[src/design/dss_pkg.sv]
// ----------------------------------------------------------------------------
// dss_pkg
// Shared widths, reset values and codes of the drum step sequencer.
// ----------------------------------------------------------------------------
package dss_pkg;

    // Fixed port widths
    localparam int FUNC_W      = 2;
    localparam int STEP_IDX_W  = 5;
    localparam int VOICE_W     = 3;
    localparam int PATTERN_W   = 6;
    localparam int TRIG_W      = 6;
    localparam int CFG_IDX_W   = 2;
    localparam int CFG_DATA_W  = 16;
    localparam int COUNT_W     = 16;
    localparam int LEN_CFG_W   = 6;

    // Parameter defaults
    localparam int STEPS_DEF   = 32;
    localparam int VOICES_DEF  = 6;

    // Register reset values
    localparam logic [COUNT_W-1:0]   SPT_RESET = 16'd4410;
    localparam logic                 RUN_RESET = 1'b0;
    localparam logic [LEN_CFG_W-1:0] LEN_RESET = 6'd32;

    // Register indexes
    localparam logic [CFG_IDX_W-1:0] CFG_SPT = 2'd0;
    localparam logic [CFG_IDX_W-1:0] CFG_RUN = 2'd1;
    localparam logic [CFG_IDX_W-1:0] CFG_LEN = 2'd2;

    // Item kinds
    typedef enum logic [FUNC_W-1:0] {
        FUNC_SAMPLE = 2'd0,
        FUNC_WRITE  = 2'd1,
        FUNC_EDIT   = 2'd2
    } func_t;

endpackage

[src/design/dss_pattern_mem.sv]
// ----------------------------------------------------------------------------
// dss_pattern_mem
// Pattern store: one voice mask per step, per-bit write mask, registered
// read. Per-entry valid bits stand in for a clear at reset.
// ----------------------------------------------------------------------------
module dss_pattern_mem #(
    parameter int STEPS  = 32,
    parameter int VOICES = 6,
    parameter int IDX_W  = 5
) (
    input  logic              clk,
    input  logic              rst_n,
    input  logic              wr_en,
    input  logic [IDX_W-1:0]  wr_addr,
    input  logic [VOICES-1:0] wr_mask,
    input  logic [VOICES-1:0] wr_data,
    input  logic              rd_en,
    input  logic [IDX_W-1:0]  rd_addr,
    output logic [VOICES-1:0] rd_data
);

    logic [VOICES-1:0] mem [STEPS];
    logic [STEPS-1:0]  vld_reg;
    logic [VOICES-1:0] rdata_reg;
    logic              rvalid_reg;

    // Invalid entry: unmasked bits are written as zero.
    always_ff @(posedge clk)
    begin
        if (wr_en)
        begin
            for (int v = 0; v < VOICES; v++)
            begin
                if (!vld_reg[wr_addr] || wr_mask[v])
                begin
                    mem[wr_addr][v] <= wr_data[v] & wr_mask[v];
                end
            end
        end
        if (rd_en)
        begin
            rdata_reg <= mem[rd_addr];
        end
    end

    always_ff @(posedge clk or negedge rst_n)
    begin
        if (!rst_n)
        begin
            vld_reg    <= '0;
            rvalid_reg <= 1'b0;
        end
        else
        begin
            if (wr_en)
            begin
                vld_reg[wr_addr] <= 1'b1;
            end
            if (rd_en)
            begin
                rvalid_reg <= vld_reg[rd_addr];
            end
        end
    end

    assign rd_data = rvalid_reg ? rdata_reg : '0;

endmodule

[src/design/drum_step_sequencer.sv]
// ----------------------------------------------------------------------------
// drum_step_sequencer
// Drum machine step sequencer with a sample-rate tempo divider.
// ----------------------------------------------------------------------------
// Each input transaction is one of: a sample tick (func FUNC_SAMPLE), a full
// step write (FUNC_WRITE) or a single voice edit (FUNC_EDIT); every one
// produces exactly one output transaction. Sample ticks count up to
// samples_per_tick; on reaching it the count drops by that period and, when
// run_enable is set and pattern_length is nonzero, the current step (wrapped
// to 0 at the length) is played: fired=1, played_step and its voice mask on
// triggers. All other results are all zero. One transaction is taken per
// clock while in_stall is low; a result passes through stage A, which
// updates the state and reads the pattern store, and then the output
// register. A spare stage in front of the output register keeps input
// flowing for one more transaction while a result waits on out_stall. The
// pattern store is a single-write, single-read memory with per-step valid
// bits, so it reads as all zeros right after reset with no clearing pass.
// Configuration must be written through cfg_we/cfg_index/cfg_data only
// while no transaction is in flight; the block itself does not enforce this.
// ----------------------------------------------------------------------------
module drum_step_sequencer import dss_pkg::*; #(
    parameter int STEPS  = STEPS_DEF,
    parameter int VOICES = VOICES_DEF
) (
    input  logic                  clk,
    input  logic                  rst_n,
    // configuration
    input  logic                  cfg_we,
    input  logic [CFG_IDX_W-1:0]  cfg_index,
    input  logic [CFG_DATA_W-1:0] cfg_data,
    // input channel
    input  logic                  in_valid,
    output logic                  in_stall,
    input  logic [FUNC_W-1:0]     func,
    input  logic [STEP_IDX_W-1:0] step_index,
    input  logic [VOICE_W-1:0]    voice,
    input  logic                  pressed,
    input  logic [PATTERN_W-1:0]  pattern_value,
    // output channel
    output logic                  out_valid,
    input  logic                  out_stall,
    output logic                  fired,
    output logic [STEP_IDX_W-1:0] played_step,
    output logic [TRIG_W-1:0]     triggers
);

    localparam int IDX_W = $clog2(STEPS);
    localparam int LEN_W = $clog2(STEPS + 1);

    // Configuration registers
    logic [COUNT_W-1:0]   spt_reg,  spt_next;
    logic                 run_reg,  run_next;
    logic [LEN_CFG_W-1:0] len_reg,  len_next;

    // Sequencer state
    logic [COUNT_W-1:0]   count_reg, count_next;
    logic [LEN_W-1:0]     pos_reg,   pos_next;

    // Stage A: state updated, store read in flight
    logic                 a_valid_reg, a_valid_next;
    logic                 a_fired_reg;
    logic [IDX_W-1:0]     a_played_reg;

    // Output register
    logic                  out_valid_reg, out_valid_next;
    logic                  fired_reg;
    logic [STEP_IDX_W-1:0] played_reg;
    logic [TRIG_W-1:0]     trig_reg;

    // Handshake
    logic accept;
    logic a_move;

    // Datapath
    logic [LEN_W-1:0]     len_eff;
    logic [COUNT_W:0]     cnt_inc;
    logic [COUNT_W:0]     cnt_wrap;
    logic                 tick;
    logic [LEN_W-1:0]     play_pos;
    logic                 fire;
    logic [VOICES-1:0]    vbit;
    logic                 idx_in_store;
    logic                 idx_in_len;
    logic                 voice_ok;

    // Store ports
    logic                 wr_en;
    logic [IDX_W-1:0]     wr_addr;
    logic [VOICES-1:0]    wr_mask;
    logic [VOICES-1:0]    wr_data;
    logic [IDX_W-1:0]     rd_addr;
    logic [VOICES-1:0]    rd_data;

    // Stage A drains into the output register when it is empty or being taken;
    // input stalls only when stage A is full and cannot drain.
    assign a_move   = a_valid_reg && (!out_valid_reg || !out_stall);
    assign in_stall = a_valid_reg && !a_move;
    assign accept   = in_valid && !in_stall;

    // Lengths above the store size act as the full store.
    always_comb
    begin
        if (int'(len_reg) > STEPS)
        begin
            len_eff = LEN_W'(STEPS);
        end
        else
        begin
            len_eff = LEN_W'(len_reg);
        end
    end

    // Tempo divider: a zero period ticks every sample, count wraps at 16 bits.
    assign cnt_inc  = {1'b0, count_reg} + {{COUNT_W{1'b0}}, 1'b1};
    assign tick     = cnt_inc >= {1'b0, spt_reg};
    assign cnt_wrap = tick ? (cnt_inc - {1'b0, spt_reg}) : cnt_inc;

    // Position at or past the length restarts at step 0.
    assign play_pos = (pos_reg >= len_eff) ? '0 : pos_reg;
    assign rd_addr  = IDX_W'(play_pos);

    assign idx_in_store = int'(step_index) < STEPS;
    assign idx_in_len   = int'(step_index) < int'(len_eff);
    assign voice_ok     = int'(voice) < VOICES;
    assign vbit         = VOICES'(1) << voice;
    assign wr_addr      = IDX_W'(step_index);

    always_comb
    begin
        fire       = 1'b0;
        count_next = count_reg;
        pos_next   = pos_reg;
        wr_en      = 1'b0;
        wr_mask    = '1;
        wr_data    = VOICES'(pattern_value);
        if (accept)
        begin
            case (func_t'(func))
                FUNC_SAMPLE:
                begin
                    count_next = cnt_wrap[COUNT_W-1:0];
                    fire       = tick && run_reg && (len_eff != '0);
                    if (fire)
                    begin
                        pos_next = play_pos + LEN_W'(1);
                    end
                end
                FUNC_WRITE:
                begin
                    wr_en = idx_in_store;
                end
                FUNC_EDIT:
                begin
                    // Plain set or clear of one voice bit.
                    wr_en   = idx_in_len && voice_ok;
                    wr_mask = vbit;
                    wr_data = pressed ? vbit : '0;
                end
                default:
                begin
                end
            endcase
        end
    end

    // Configuration writes
    always_comb
    begin
        spt_next = spt_reg;
        run_next = run_reg;
        len_next = len_reg;
        if (cfg_we)
        begin
            case (cfg_index)
                CFG_SPT: spt_next = cfg_data[COUNT_W-1:0];
                CFG_RUN: run_next = cfg_data[0];
                CFG_LEN: len_next = cfg_data[LEN_CFG_W-1:0];
                default: ;
            endcase
        end
    end

    always_comb
    begin
        a_valid_next = a_valid_reg;
        if (accept)
        begin
            a_valid_next = 1'b1;
        end
        else if (a_move)
        begin
            a_valid_next = 1'b0;
        end

        out_valid_next = out_valid_reg;
        if (a_move)
        begin
            out_valid_next = 1'b1;
        end
        else if (!out_stall)
        begin
            out_valid_next = 1'b0;
        end
    end

    always_ff @(posedge clk or negedge rst_n)
    begin
        if (!rst_n)
        begin
            spt_reg       <= SPT_RESET;
            run_reg       <= RUN_RESET;
            len_reg       <= LEN_RESET;
            count_reg     <= '0;
            pos_reg       <= '0;
            a_valid_reg   <= 1'b0;
            out_valid_reg <= 1'b0;
        end
        else
        begin
            spt_reg       <= spt_next;
            run_reg       <= run_next;
            len_reg       <= len_next;
            count_reg     <= count_next;
            pos_reg       <= pos_next;
            a_valid_reg   <= a_valid_next;
            out_valid_reg <= out_valid_next;
        end
    end

    // Payload registers
    always_ff @(posedge clk)
    begin
        if (accept)
        begin
            a_fired_reg  <= fire;
            a_played_reg <= fire ? rd_addr : '0;
        end
        if (a_move)
        begin
            fired_reg  <= a_fired_reg;
            played_reg <= STEP_IDX_W'(a_played_reg);
            trig_reg   <= a_fired_reg ? TRIG_W'(rd_data) : '0;
        end
    end

    dss_pattern_mem #(
        .STEPS  (STEPS),
        .VOICES (VOICES),
        .IDX_W  (IDX_W)
    ) u_pattern_mem (
        .clk     (clk),
        .rst_n   (rst_n),
        .wr_en   (wr_en),
        .wr_addr (wr_addr),
        .wr_mask (wr_mask),
        .wr_data (wr_data),
        .rd_en   (accept),
        .rd_addr (rd_addr),
        .rd_data (rd_data)
    );

    assign out_valid   = out_valid_reg;
    assign fired       = fired_reg;
    assign played_step = played_reg;
    assign triggers    = trig_reg;

endmodule

[config.mk]
export PLATFORM = sky130hd
export DESIGN_NAME = drum_step_sequencer
export DESIGN_NICKNAME = d
export VERILOG_FILES = /design/src/design/dss_pkg.sv /design/src/design/dss_pattern_mem.sv /design/src/design/drum_step_sequencer.sv
export SDC_FILE = /design/constraint.sdc
export NUM_CORES = 1
export LEC_CHECK = 0
export BUFFER_PORTS_ARGS = -buffer_cell sky130_fd_sc_hd__buf_2
export CAP_MARGIN = 5
export CORE_ASPECT_RATIO = 0.8
export CORE_MARGIN = 2
export CORE_UTILIZATION = 40
export DETAILED_ROUTE_END_ITERATION = 6
export SLEW_MARGIN = 20
export SYNTH_ARGS = -nofsm -noshare
export SYNTH_HDL_FRONTEND = slang
export SYNTH_HIERARCHICAL = 1
export SYNTH_SLANG_ARGS = --single-unit
[constraint.sdc]
create_clock -name clk -period 6.7 [get_ports clk]
set_input_delay 1.005 -clock clk [delete_from_list [all_inputs] [get_ports clk]]
set_output_delay 1.005 -clock clk [all_outputs]
set_load 0.02 [all_outputs]
## Word-level counts from Yosys, hierarchy flattened

Memories as Yosys holds them, arrays and structs flattened. A register that Yosys moved wholly into a read port is not among the register bits.
Index checks and enable logic that the tools add are counted.

| word-level totals | value |
|---|---|
| bits in registers | 98 |
| bits in writable memories | 192 |
| input port bits | 40 |
| output and inout bits | 14 |
| word-level logic and storage cells | 108 |
| memories | 1 |

| cells by class | value |
|---|---|
| add/subtract/negate cells | 3 |
| magnitude comparators | 8 |
| equal/unequal tests | 5 |
| shift operators | 1 |
| muxes and demuxes | 40 |
| bitwise gates (word level) | 7 |
| reduce and logical (&&, ||, !) cells | 29 |

Memories:

| name | depth | bits a word | read ports | clocked after Yosys merged registers in | write ports | RTL line | text |
|---|---|---|---|---|---|---|---|
| u_pattern_mem.mem | 32 | 6 | 1 | 1 | 1 | dss_pattern_mem.sv:22 | `logic [VOICES-1:0] mem [STEPS];` |

Operators by type and width:

| operator | count |
|---|---|
| two-way mux 6 bit | 7 |
| bitwise OR 32 bit | 1 |
| two-way mux 1 bit | 28 |
| adder 16 x 1 -> 17 bit (second input constant) | 1 |
| >= comparator 17 x 16 -> 1 bit | 1 |
| two-way mux 16 bit | 1 |
| subtractor 16 bit | 1 |
| less-than comparator 5 x 6 -> 1 bit (second input constant) | 2 |
| binary-select mux 1 bit (select 5 bit) | 2 |
| AND reduction 2 bit | 5 |
| logical AND 1 bit | 7 |
| logical OR 1 bit | 7 |
| adder 6 x 1 -> 6 bit (second input constant) | 1 |
| AND 1 bit | 6 |
| >= comparator 6 bit | 1 |
| > comparator 6 bit (second input constant) | 1 |
| less-than comparator 5 x 6 -> 1 bit | 1 |
| nonzero test 6 bit | 1 |
| left shift 1 x 3 -> 6 bit (first input constant) | 1 |
| demux 1 bit (select 5 bit) | 1 |
| >= comparator 5 x 1 -> 1 bit (second input constant) | 1 |
| logical NOT 1 bit | 5 |
| == test 2 x 1 -> 1 bit (second input constant) | 2 |
| == test 2 bit (second input constant) | 2 |
| other kinds (6) | 7 |

## Logic depth before layout (Yosys ltp)

Gate-level depths: netlist of run 1.

| logic depth | value |
|---|---|
| depth in word-level cells | 12 |
| gate-level depth with buffers | 15 |
| mapped depth without buffers | 12 |

## Hierarchy

The synthesis of run 1 kept the hierarchy.

By module, submodules not included:

| module | instances | cells an instance | area each (um^2) | seq. area each (um^2) |
|---|---|---|---|---|
| dss_pattern_mem | 1 | 678 | 10,313.6 | 6,771.5 |
| drum_step_sequencer | 1 | 488 | 4,430.5 | 1,725.4 |

## Least setup slack after synthesis of run 1

No wires, ideal clock.

| timing path | value |
|---|---|
| kind | register -> register |
| start point | register len_reg[5] |
| end point | register u_pattern_mem.rdata_reg[0], read port of u_pattern_mem.mem, data pin |
| library setup time | 0.260 ns |
| arrival | 3.537 ns |
| data required time | 6.440 ns |
| slack | 2.903 ns |
| cell stages (with the launch flop) | 14 |
| buffers on the path | 3 |
| period minus slack after synthesis | 3.797 ns |
| cell sequence | dfstp_2 nor2b_1 ha_1 nand2b_1 a21o_1 a21oi_1 o21a_1 clkbuf_1 and2_1 buf_4 buf_2 mux4_2 mux4_2 mux2_2 |

| on the way | value |
|---|---|
| cells in the longest elaborated chain, start to end | 4 |

Ends and longest elaborated chain:

| item | RTL line | text |
|---|---|---|
| from (decl) | drum_step_sequencer.sv:53 | `logic [LEN_CFG_W-1:0] len_reg, len_next;` |
| from (signal assigned) | drum_step_sequencer.sv:222 | `len_reg <= len_next;` |
| > comparator 6 bit | drum_step_sequencer.sv:103 | `if (int'(len_reg) > STEPS)` |
| two-way mux 6 bit * | drum_step_sequencer.sv:103 |  |
| >= comparator 6 bit * | drum_step_sequencer.sv:119 | `assign play_pos = (pos_reg >= len_eff) ? '0 : pos_reg;` |
| two-way mux 6 bit * | drum_step_sequencer.sv:119 |  |
| via play_pos[0] | drum_step_sequencer.sv:79 | `logic [LEN_W-1:0] play_pos;` |
| to (decl) | dss_pattern_mem.sv:24 | `logic [VOICES-1:0] rdata_reg;` |

The timed path passes the listed nets; every way through them passes the cells marked *.
A chain may end at the register's enable or synchronous reset.

## Worst setup path after layout of run 1

| timing path | value |
|---|---|
| start point | register len_reg[5] |
| end point | register u_pattern_mem.rdata_reg[5], read port of u_pattern_mem.mem, data pin |

Same word-level chain as after synthesis.

==> results.cfg, run 1 <==
[yosys]
yosys_warnings = 6
synth.distinct_cells = 74
yosysSeqAreaShare = 0.576
syn_avg_cell_area_um2 = 12.6
yosysTopAreaCell = edfxtp_1
synth_edf_count = 216
netlist_area_um2 = 14700
ys.flop_type = edfxtp_1
synth_nets = 1238
post-synth-top-count-cell = nor2_1
yosysTopAreaCellShare = 0.440
synthArstFlopShare = 0.270
synth_commonest_cells = nor2_1 (217), edfxtp_1 (216), nand2_1 (93), dfrtp_1 (73), mux4_2 (63)
synth_seq_cells = 296
synthTopCellsByArea = edfxtp_1 (44%), dfrtp_1 (12%), mux4_2 (9.6%)
synthCells = 1166

[cells_and_area]
drive_above_1_share = 0.181
largest_register_ffs = 192
nFillCells = 3275
multi_input_area_um2 = 5740
nets = 1270
area.growth.synth_to_final_pct = 10.5
register_area_um2 = 8500
utilization = 0.452
n_antenna_cell = 0

[routing]
vias_per_cell = 5.69
drtIter0Drc = 1011
drc_errors = 0
firstDrtPassIters = 6
drtAntennaViolNets = 0
vias = 9686
drt_wl_total_um = 37200
wl_per_cell_um = 21.9

[sta]
rsz0062_at_grt = no
slew-limit-headroom = 0.300
period_share = 0.668
skew_ns = 0.0186
worst_pin_slew_ns = 1.05
finalSetupTns_ns = 0
finalMaxSlewViolations = 0
max_freq_mhz = 224
setup_viol = 0
fin_crit_ns = 4.47
finalHoldViolCount = 0

[clock_tree]
clockBufferDepth = 3
clk_pin_slew_ns = 0.06
clk_latency_ns = 0.59
numCtsBuffers = 30
postCtsHoldBufs = 0
clkSinkCount = 296
htreeDepth = 1
cts_root_buffer = clkbuf_16
cts_tree = yes
cts_setup_buffers = 0
postCtsResizedCells = 0

[global_routing]
grt_pass1_vias = 9281
grt_first_pass_wirelength_um = 57400
grt_max_degree = 63
overflow = 0
grt.met3_usage = 0.0397
grtUsageMet1 = 0.311
grt_use_met2 = 0.283
grt_antenna_before_repair = 0
grt.total_usage = 0.198
top_usage_layer = met1

[die]
ios = 54
start_util = 0.409
row_count = 62
core_um2 = 36100
die_h_um = 176
die_x_um = 219
die_area_um2 = 38400

[power]
p_per_area_nw_per_um2 = 382
leakage_nw = 6.51
ir_drop_uv = 230

[setup_path]
startpoint_type = register
required_ns = 7.04
critPathKind = reg -> reg
worstPathArrival_ns = 4.81
worstSetupEndpointType = register
crit_path_max_fanout = 41

[job]
maxCapViolCount = 0

[run_status]
status = finished clean

[worst_hold_path]
hp-class = in -> async

[place]
port_buffers = 53
place_congestion = 0.870
hpwl_um = 25500
==> final timing paths <==
kind	startpoint	end	slack [ns]	cells past startpoint
worst max-delay path	len_reg[5]	u_pattern_mem/rdata_reg[5]	2.23	11
worst min-delay path	rst_n	a_valid_reg	0.30	1
worst max register to register	len_reg[5]	u_pattern_mem/rdata_reg[5]	2.23	11
worst min register to register	a_played_reg[3]	played_step[3]	0.42	0
max in group asynchronous	rst_n	u_pattern_mem/vld_reg[29]	5.26	2
min in group clk	a_played_reg[3]	played_step[3]	0.42	0
==> power by group <==
part / internal [mW] / switching, mW
Combinational: 1.02 / 1.24
Sequential: 2.14 / 0.129
Clock: 0.935 / 0.750
Total: 4.09 / 2.12
==> layer usage <==
metal | share of wire | routed length, um
met2 | 0.42 | 15800
met1 | 0.48 | 17900
met5 | 0 | 0
met4 | 0.015 | 571
met3 | 0.081 | 3010
==> area by class of cell <==
class	count	share of cell area
sequential	296	0.522
inverter	28	0.00645
multi-input combinational	778	0.353
clock inverter	18	0.0114
timing repair buffer	64	0.0220
clock buffer	38	0.0492
tap	480	0.0369
==> layout by cell type, fill, tap and decap left out, drive strengths merged, types with 4 or more instances in the layout <==
cell and instances:
buf 64, dfstp 7, nand2 93, and3b 5, nor2b 7, o21ai 32, o211ai 9, xor2 12
edfxtp 216, mux2 15, a21oi 21, xnor2 13, clkbuf 38, mux4 68, nand2b 41, a211oi 4
nand3 26, o31ai 6, or4 4, and3 12, a31oi 5, nor3b 7, nor3 14, clkinv 12
nor2 224, o211a 4, a21o 7, nand4 12, a22oi 9, mux2i 18, dfrtp 73, ha 31
and2 31, inv 30, or2 4
==> cells by family (layout without fill, tap and decap cells) <==
logic type / after synthesis / after routing / share of synthesized area
buffers and inverters: 92 / 148 / 0.0351
muxes: 101 / 101 / 0.129
xor gates and xnor gates: 25 / 25 / 0.0149
and+or+nand+nor: 490 / 490 / 0.157
adders and majority gates: 32 / 32 / 0.0277
AOI/OAI and AO/OA: 130 / 130 / 0.0602
DFF: 296 / 296 / 0.576
==> through the flow <==
| step | setup WS [ns] | power, mW | cell area [um^2] | hold slack, ns | instances |
|---|---|---|---|---|---|
| 2_1_floorplan | 2.90 | 4.00 | 14700 | 0.400 | 1166 |
| 3_3_place_gp | 2.19 | 4.52 | 15300 | 0.410 | 1645 |
| 3_5_place_dp | 2.10 | 4.54 | 15300 | 0.405 | 1646 |
| 4_1_cts | 2.16 | 6.23 | 16300 | 0.297 | 1702 |
| 5_1_grt | 1.94 | 6.55 | 16300 | 0.308 | 1702 |
| 6_report | 2.23 | 6.22 | 16300 | 0.296 | 1702 |
==> worst max-delay path, stage by stage, from the launching register on <==
cell	delay, ns
dfstp_2	0.57
nor2b_1	0.06
ha_1	0.26
nand2b_1	0.14
a21o_1	0.18
a21oi_1	0.14
o21a_1	0.32
and2_4	0.74
buf_4	0.47
mux4_2	0.58
mux4_2	0.47
mux2_2	0.27
(Power assumes the default switching activity.)
==> inputs of run 2 (changes only) <==
==> constraint.sdc (replaced) <==
create_clock -name clk -period 4.1 [get_ports clk]
set_input_delay 0.615 -clock clk [delete_from_list [all_inputs] [get_ports clk]]
set_output_delay 0.615 -clock clk [all_outputs]
set_load 0.02 [all_outputs]
==> results.cfg, run 2 (same netlist as run 1, synthesis figures left out) <==
[run_status]
status = finished clean

[sta]
finalSetupTns_ns = 0
max_freq_mhz = 259
finalMaxSlewViolations = 0
slew-limit-headroom = 0.322
setup_viol = 0
skew_ns = 0.00806
fin_crit_ns = 3.87
rsz0062_at_grt = no
worst_pin_slew_ns = 1.02
period_share = 0.943
finalHoldViolCount = 0
setup_slack_ns = 0.233
whs_ns = 0.00705

[cells_and_area]
drive_above_1_share = 0.210
layout_common_cells = nor2_1 (217), edfxtp_1 (216), nand2_1 (93), dfrtp_1 (73), mux4_2 (63)
area.growth.synth_to_final_pct = 13.6
final_common_cell = nor2_1
n_antenna_cell = 0
largest_register_ffs = 192
nets = 1318
finish.instance_area_um2 = 16800
nFillCells = 3265

[global_routing]
grt_max_degree = 36
grt_first_pass_wirelength_um = 56400
grt_antenna_before_repair = 0
grt_pass1_vias = 9216
overflow = 0
grt.total_usage = 0.194

[place]
port_buffers = 53
place_congestion = 0.871
place_ws_ns = 0.141
hpwl_um = 25500
dpl_cell_area_um2 = 15700

[power]
total_power_mw = 10.3
sw_frac_of_total = 0.334
internal-power_mw = 6.88
p_per_area_nw_per_um2 = 617
ir_drop_uv = 407
p_clk_frac = 0.270
leakage_nw = 6.77
p_comb_frac = 0.372
power.switching_mw = 3.45
p_seq_frac = 0.358

[die]
row_count = 62
core_um2 = 36100
ios = 54
start_util = 0.409
die_x_um = 219
die_area_um2 = 38400
die_h_um = 176

[setup_path]
worstPathArrival_ns = 4.19
crit_cells = 10
cp_cell_sequence = ha_1 > nand3_1 > nor4_4 > xor2_1 > ha_1 > a21oi_1 > o211ai_1 > o211a_2 > o211a_1 > and2_1
crit_path_max_fanout = 14
crit_path_frequent_cell = ha_1
slowest_delay_ns = 0.45
critPathSlowestCell = dfrtp_1
worstSetupEndpointType = register
reg2regPathDepth = 10
critPathTopFamily = compound AO/OA/AOI/OAI gates
required_ns = 4.42
critPathKind = reg -> reg
cp_num_buf_inv = 0
startpoint_type = register

[routing]
vias = 9686
drtIter0Drc = 1074
met2_length_um = 15100
wl_met3_um = 2950
drc_errors = 0
firstDrtPassIters = 5
drt_wl_total_um = 36800
wl_per_cell_um = 21.0
wl_met1_um = 18100
routed.top_layer = met4
drtAntennaViolNets = 0
vias_per_cell = 5.53

[clock_tree]
clkSinkCount = 296
cts_tree = yes
clockBufferDepth = 3
clk_latency_ns = 0.57
postCtsHoldBufs = 0
cts_root_buffer = clkbuf_16
clk_pin_slew_ns = 0.06
cts_setup_buffers = 0
htreeDepth = 1
numCtsBuffers = 31

[worst_hold_path]
hp-class = in -> async

[job]
maxCapViolCount = 0
==> run 2: cell count changes in the layout (fill, tap and decap cells not counted), moves of 2 or more <==
cell / before / now
clkbuf_8: 2 / 5
clkinv_1: 0 / 2
buf_4: 11 / 54
buf_12: 0 / 5
clkinv_2: 8 / 6
and2_2: 5 / 1
clkinvlp_2: 0 / 2
clkbuf_1: 6 / 4
and2_1: 24 / 28
==> run 2: per-stage QoR <==
| stage | util | std cells |
|---|---|---|
| floorplan | - | 1166 |
| global placement | 0.435 | 1693 |
| detailed placement | 0.435 | 1693 |
| CTS | 0.464 | 1751 |
| global route | 0.464 | 1751 |
| finish | 0.464 | 1751 |
==> run 2: cell type report <==
cell class	instances	area (um^2)	area share
flip-flops and latches	296	8500	0.507
multi-input cells	778	5770	0.344
clock buffers	40	860	0.0513
repair buffers	111	766	0.0457
well taps	480	601	0.0358
clock inverters	18	159	0.00948
inverters	28	105	0.00627
==> run 2: final timing paths <==
| kind | from | end | slack [ns] |
|---|---|---|---|
| worst max-delay path | count_reg[0] | a_played_reg[2] | 0.23 |
| worst min register to register | a_played_reg[2] | played_step[2] | 0.44 |
| max in group asynchronous | rst_n | u_pattern_mem/vld_reg[12] | 3.27 |
| worst min-delay path | rst_n | count_reg[15] | 0.007 |
| min in group clk | cfg_data[12] | spt_reg[12] | 0.26 |
| worst max register to register | count_reg[0] | a_played_reg[2] | 0.23 |
==> run 2: per-layer routing <==
layer,vias up,global-route usage
li1,4455,-
met1,4829,0.318
met2,355,0.266
met3,47,0.0322
met4,0,0.0422
met5,-,0
==> run 2: timing repair <==
item	CTS	global route
endpoints found under the setup margin	0	23
endpoints found under the hold margin	0	0
resized for setup	0	5
==> run 2: power groups by stage <==
| stage | registers (mW) | clock network [mW] | logic [mW] |
|---|---|---|---|
| floorplan | 3.68 | 0 | 2.85 |
| global placement | 3.75 | 0 | 3.78 |
| detailed placement | 3.75 | 0 | 3.79 |
| CTS | 3.70 | 2.85 | 3.81 |
| global route | 3.73 | 2.96 | 4.18 |
| finish | 3.70 | 2.79 | 3.84 |
